<file path="src/rtl/msm_pkg.sv">
package msm_pkg;

   localparam int CHANNELS = 4;
   localparam int CH_IDX_BITS = (CHANNELS > 1) ? $clog2(CHANNELS) : 1;
   localparam int ADDR_BITS = 14;
   localparam int MEM_DEPTH = 1 << ADDR_BITS;
   localparam int POS_BITS = 15;
   localparam int SAMPLE_BITS = 8;
   localparam int VOL_BITS = 8;
   localparam int CHAN_FIELD_BITS = 8;
   localparam int PROD_BITS = 17;
   localparam int SUM_BITS = PROD_BITS + CH_IDX_BITS;
   localparam int UNIT_BITS = 16;

   localparam logic [CH_IDX_BITS-1:0] LAST_CH = CH_IDX_BITS'(CHANNELS - 1);
   localparam logic signed [SUM_BITS-1:0] MID_OFFSET = SUM_BITS'(128 * 255);
   localparam logic signed [SUM_BITS-1:0] LEVEL_SPAN = SUM_BITS'(256 * 255 - 1);

   typedef enum logic [1:0] {
      MODE_TICK  = 2'd0,
      MODE_PLAY  = 2'd1,
      MODE_STOP  = 2'd2,
      MODE_WRITE = 2'd3
   } mode_type;

   typedef enum logic [2:0] {
      ST_IDLE,
      ST_READ,
      ST_MULT,
      ST_SUM,
      ST_SCALE,
      ST_OUT
   } state_type;

endpackage

</file>
<file path="src/rtl/msm_scale.sv">
module msm_scale (
   input  logic                                  clock,
   input  logic signed [msm_pkg::SUM_BITS-1:0]   sum,
   output logic [msm_pkg::SAMPLE_BITS-1:0]       level
);

   logic signed [msm_pkg::SUM_BITS-1:0] offset_sum;
   logic [msm_pkg::UNIT_BITS-1:0]       unit;
   logic [24:0]                         recip_prod;
   logic [msm_pkg::UNIT_BITS-1:0]       unit_ff;
   logic [msm_pkg::SAMPLE_BITS-1:0]     quot_ff;
   logic                                low_ff;
   logic                                high_ff;
   logic [msm_pkg::UNIT_BITS-1:0]       quot_x255;
   logic [msm_pkg::UNIT_BITS-1:0]       remainder;

   // The offset sum is the level times 255 when in range, so the level is a
   // floor division by 255 done with a reciprocal multiply and one correction.
   assign offset_sum = sum + msm_pkg::MID_OFFSET;
   assign unit = offset_sum[msm_pkg::UNIT_BITS-1:0];
   assign recip_prod = 25'(unit) * 25'(257);

   always_ff @(posedge clock) begin
      unit_ff <= unit;
      quot_ff <= recip_prod[23:16];
      low_ff  <= offset_sum < 0;
      high_ff <= offset_sum > msm_pkg::LEVEL_SPAN;
   end

   assign quot_x255 = {quot_ff, 8'd0} - 16'(quot_ff);
   assign remainder = unit_ff - quot_x255;

   always_comb begin
      if (low_ff) begin
         level = '0;
      end else if (high_ff) begin
         level = '1;
      end else if (remainder >= 16'd255) begin
         level = quot_ff + 8'd1;
      end else begin
         level = quot_ff;
      end
   end

endmodule

</file>
<file path="config.mk">
export PLATFORM = sky130hd
export DESIGN_NAME = msm_scale
export DESIGN_NICKNAME = d
export VERILOG_FILES = /design/src/rtl/msm_pkg.sv /design/src/rtl/msm_scale.sv
export SDC_FILE = /design/constraint.sdc
export NUM_CORES = 1
export LEC_CHECK = 0
export ABC_CLOCK_PERIOD_IN_PS = 3500
export BUFFER_PORTS_ARGS = -buffer_cell sky130_fd_sc_hd__buf_2
export CORE_MARGIN = 5
export CORE_UTILIZATION = 54
export DETAILED_ROUTE_END_ITERATION = 10
export GPL_ROUTABILITY_DRIVEN = 0
export PLACE_DENSITY = 0.77
export SYNTH_ARGS = -nofsm -noshare
export SYNTH_HDL_FRONTEND = slang
export SYNTH_SLANG_ARGS = --single-unit
export TNS_END_PERCENT = 20
</file>
<file path="constraint.sdc">
create_clock -name clock -period 3.5 [get_ports clock]
set_input_delay 0.35 -clock clock [delete_from_list [all_inputs] [get_ports clock]]
set_output_delay 0.35 -clock clock [all_outputs]
set_load 0.01 [all_outputs]
</file>
**After elaboration in Yosys (flattened, before gate mapping)**

Index checks and enable logic that the tools add are counted.

- Logic and storage cells: 15
- Bits of input ports: 20
- Register bits after elaboration: 26
- Output and inout bits: 8

- Multiply operators: 1
- Add/sub/neg operators: 4
- Magnitude comparators: 3
- Multiplexer cells: 3

Operators with widths:

| kind | count |
|---|---|
| multiplier 16 x 9 -> 24 bit, second input constant | 1 |
| two-way mux 8 bit | 3 |
| adder 19 x 16 -> 19 bit, second input constant | 1 |
| > comparator 19 x 17 -> 1 bit, second input constant | 1 |
| less-than comparator 19 x 1 -> 1 bit, second input constant | 1 |
| >= comparator 16 x 8 -> 1 bit, second input constant | 1 |
| subtractor 16 bit | 1 |
| subtractor 16 x 8 -> 16 bit | 1 |
| adder 8 x 1 -> 8 bit, second input constant | 1 |

**Logic depth before layout (Yosys ltp)**

- Depth after elaboration: 6
- Gate-level depth with buffers: 18
- Depth with buffers taken out: 17

**Worst setup path after synthesis**

OpenSTA, ideal clock, no wires.

- Path kind: input to register
- From: in sum[7] (netlist name)
- To: reg quot_ff[5] (netlist name)
- Setup time: 0.126 ns
- Setup slack: -0.005 ns
- Required time: 3.374 ns
- Path buffers: 1
- Stages: 18
- Arrival: 3.379 ns
- Path through: inv_1 -> ha_1 -> inv_1 -> or3_1 -> xnor2_1 -> ha_1 -> ha_1 -> ha_1 -> nand4_1 -> nor2_1 -> o21a_1 -> o21ai_0 -> a21oi_1 -> a21o_1 -> a21o_1 -> clkbuf_1 -> nand3_1 -> xnor2_1

- Longest elaborated chain between the ends: 2

Ends and longest elaborated chain:

| element | RTL line | text |
|---|---|---|
| start: declaration | msm_scale.sv:3 | `input logic signed [msm_pkg::SUM_BITS-1:0] sum,` |
| adder 19 x 16 -> 19 bit | msm_scale.sv:19 | `assign offset_sum = sum + msm_pkg::MID_OFFSET;` |
| net offset_sum, one bit | msm_scale.sv:7 | `logic signed [msm_pkg::SUM_BITS-1:0] offset_sum;` |
| multiplier 16 x 9 -> 24 bit | msm_scale.sv:21 | `assign recip_prod = 25'(unit) * 25'(257);` |
| net recip_prod[21] | msm_scale.sv:9 | `logic [24:0] recip_prod;` |
| end signal: assignment | msm_scale.sv:25 | `quot_ff <= recip_prod[23:16];` |
| end: declaration | msm_scale.sv:11 | `logic [msm_pkg::SAMPLE_BITS-1:0] quot_ff;` |

The timed path passes the listed nets, and every way through them passes these cells.

**Worst setup path after layout**

- From: reg quot_ff[2] (netlist name)
- To: out level[3] (netlist name)

- Longest elaborated chain between the ends: 6
- Elaborated cells between the ends (all ways): 7
- Classes of those cells: add/sub (3); order compare (1); mux (3)

Ends and longest elaborated chain:

| element | RTL line | text |
|---|---|---|
| subtractor 16 x 8 -> 16 bit | msm_scale.sv:30 | `assign quot_x255 = {quot_ff, 8'd0} - 16'(quot_ff);` |
| subtractor 16 bit | msm_scale.sv:31 | `assign remainder = unit_ff - quot_x255;` |
| >= comparator 16 x 8 -> 1 bit | msm_scale.sv:38 | `end else if (remainder >= 16'd255) begin` |
| two-way mux 8 bit (*) | msm_scale.sv:38 |  |
| two-way mux 8 bit (*) | msm_scale.sv:36 | `end else if (high_ff) begin` |
| two-way mux 8 bit (*) | msm_scale.sv:34 | `if (low_ff) begin` |
| end: declaration | msm_scale.sv:4 | `output logic [msm_pkg::SAMPLE_BITS-1:0] level` |

Mark *: on every way between the ends. The rest lies on a longest branch, timed or not.

==> summary.md <==
| Metric | Value |
|---|---|
| FF/Latch Area | 531 um2 |
| Most used cell, CP | a21oi_2 |
| Final setup viols | 8 |
| Share of the synthesized area in the top cell type | 0.259 |
| Run status | finished, violations left |
| Number of global-route vias before repair | 2365 |
| Design Power | 1.67 mW |
| Port-buffer cells | 27 |
| Ys flop type | dfxtp_1 |
| Hold depth | 1 |
| Diode count | 0 |
| Syn Area/Cell | 8.39 um2 |
| Util after Layout | 0.734 |
| Crit. Startpoint | quot_ff[2]$_DFF_P_ |
| Tot GR Track Use | 0.202 |
| # fillers | 307 |
| Hold Path End | unit_ff[1]$_DFF_P_ |
| DRC | 0 |
| Hold Path Class | input pin to register |
| Yosys warns | 0 |
| Setup CP Type | register to output port |
| Fin cells | 423 |
| Placed Instances | 405 |
| Slowest-stage cell, CP | dfxtp_4 |
| Final ANT Viol Nets | 0 |
| Worst setup SP type | register |
| # clock sinks | 26 |
| Slew margin rel. | 0.479 |
| Die H | 78.9 um |
| Period utilization | 1.05 |
| Placed wire-length estimate | 4830 um |
| Initial Utilization | 0.549 |
| Synthesized net count | 378 |
| Post-Synthesis Cells | 305 |
| Post-synth EDFFs | 0 |
| Routed len/inst | 16.5 um |
| Core area | 4660 um2 |
| H-tree depth | 1 |
| CP max FO | 8 |
| Pwr dens | 490 nW/um2 |
| Arrival @ worst endpoint | 3.31 ns |
| P&R area growth vs syn | 33.6% |
| PnR worst setup slack | -0.158 ns |
| Dpl ws | -0.0326 ns |
| GRT overflow | 0 |
| Total CTS buffers | 3 |
| First-pass GRT wire length | 10300 um |
| Via/cell ratio | 5.86 |
| Die width | 78.9 um |
| Final hold viol count | 0 |
| Sequential area share after synthesis | 0.203 |
| Clock-pin slew of the registers on the worst-case setup and hold paths | 0.09 ns |
| Count leader, synth | ha_1 |
| CTS tree | built |
| Crit-path max cell delay | 0.37 ns |
| Pre-antenna DRT Iters | 4 |
| Final critical-path required period | 3.66 ns |
| Vias | 2480 |
| Failing checks | negative setup slack |
| Area of the multi-input gates | 2150 um2 |
| Library cells used by synthesis | 55 |
| DIE AREA | 6220 um2 |
| Share of post-route cells with drive strength above 1 | 0.347 |
| Largest net degree at the start of global routing | 16 |
| MaxCap Viol Count | 0 |
| F_max | 0.273 GHz |
| Final Slew Violations | 0 |
| Required time of the critical path | 3.15 ns |
| VDD IR-drop max | 0.194 mV |
| CP Cell Sequence | inv_4, ha_1, ha_4, a21o_1, a21oi_2, and2_1, a21oi_2, mux2_4, nor4_4, buf_6, nand2_8, a211oi_4, a311oi_2, buf_2 |
| Final wirelength | 7000 um |
| DR iter-0 viols | 94 |
| Top cells by count, synth | 53 x ha_1, 42 x inv_1, 26 x dfxtp_1, 25 x a21oi_1, 18 x nand2_1 |
| Root buf cell | clkbuf_8 |
| Top cell type by total area after synthesis | ha_1 |
| Top post-synthesis cells by area | ha_1 26%, dfxtp_1 20%, inv_1 6.2% |
| HP Start | sum[1] |
| Worst-Margin Slew | 0.776 ns |
| Final layout net count | 443 |
| Critical Path Sink Type | output port |
| RSZ-0062 raised after global routing | true |
| Flops & latches, synth | 26 |
| Async S/R FF share, synth | 0 |
| Mapped cell area | 2560 um2 |
| Clk buf depth | 2 |
| Leakage | 1.60 nW |
| Antenna violations before repair | 0 |
| Rows | 25 |
| Top Ports | 28 |
[placed cells by master, fill, tap and decap left out, drive strengths merged, types with 10 or more instances in the layout]
cell,instances
buf,65
ha,53
inv,42
dfxtp,26
a21oi,25
nand2,19
nor2,15
xnor2,13
nor3,10
o21ai,10
a21o,10
[where the power goes]
group	internal [mW]	switching (mW)	total, mW	leakage, nW
combinational	0.510	0.573	1.08	1.34
sequential	0.328	0.0222	0.350	0.220
clock	0.153	0.0898	0.243	0.0357
total	0.990	0.685	1.67	1.60
[area by class of cell]
| type | instances | area share |
|---|---|---|
| clock buffer | 3 | 0.0121 |
| clock inverter | 1 | 0.00878 |
| inverter | 42 | 0.0483 |
| multi-input combinational | 232 | 0.629 |
| sequential | 26 | 0.155 |
| tap | 54 | 0.0198 |
| timing repair buffer | 65 | 0.127 |
[metrics by stage]
stage / TNS [ns] / hold WS, ns / instance area [um2]
2_1_floorplan: 0 / 0.378 / 2560
3_3_place_gp: 0 / 0.496 / 2900
3_5_place_dp: -0.0532 / 0.498 / 2900
4_1_cts: -0.525 / 0.226 / 3120
5_1_grt: -1.91 / 0.220 / 3420
6_report: -0.792 / 0.226 / 3420
[state kept, by name (all words and copies together) (netlist names)]
register / flops
unit_ff: 16
quot_ff: 8
high_ff: 1
low_ff: 1
[worst max-delay path by stage]
stage                               to  cells past startpoint
finish                        level[3]                     14
floorplan           quot_ff[2]$_DFF_P_                     17
global placement    quot_ff[5]$_DFF_P_                     18
detailed placement  quot_ff[5]$_DFF_P_                     18
CTS                           level[4]                     14
global route                  level[3]                     14
[what timing repair did]
item,in CTS,in global routing
gates resized for setup,31,40
hold buffers,0,0
buffers inserted,5,9
setup endpoints to repair,8,11
pin swaps,18,28
[per-layer routing]
metal / global-route usage / routed length (um)
met1: 0.232 / 2820
met2: 0.393 / 3740
met3: 0.0159 / 287
met4: 0.0653 / 150
met5: 0 / 0
[kinds of logic (layout without fill, tap and decap cells)]
| family | after synthesis | count (layout) | share of synthesized area |
|---|---|---|---|
| AOI/OAI and AO/OA | 75 | 75 | 0.202 |
| xor gates and xnor gates | 21 | 21 | 0.0718 |
| adders and majority gates | 53 | 53 | 0.259 |
| buffers and inverters | 47 | 111 | 0.0797 |
| DFF | 26 | 26 | 0.203 |
| muxes | 6 | 6 | 0.0239 |
| and+or+nand+nor | 77 | 77 | 0.160 |
[critical path, delay by kind of cell (launching register included)]
kind            cells  cell delay, ns
buf+inv             3            0.42
simple gates        3            0.61
flops               1            0.37
mux                 1            0.30
fa+ha+maj           2            0.58
compound gates      5            0.76
(Power assumes the default switching activity.)
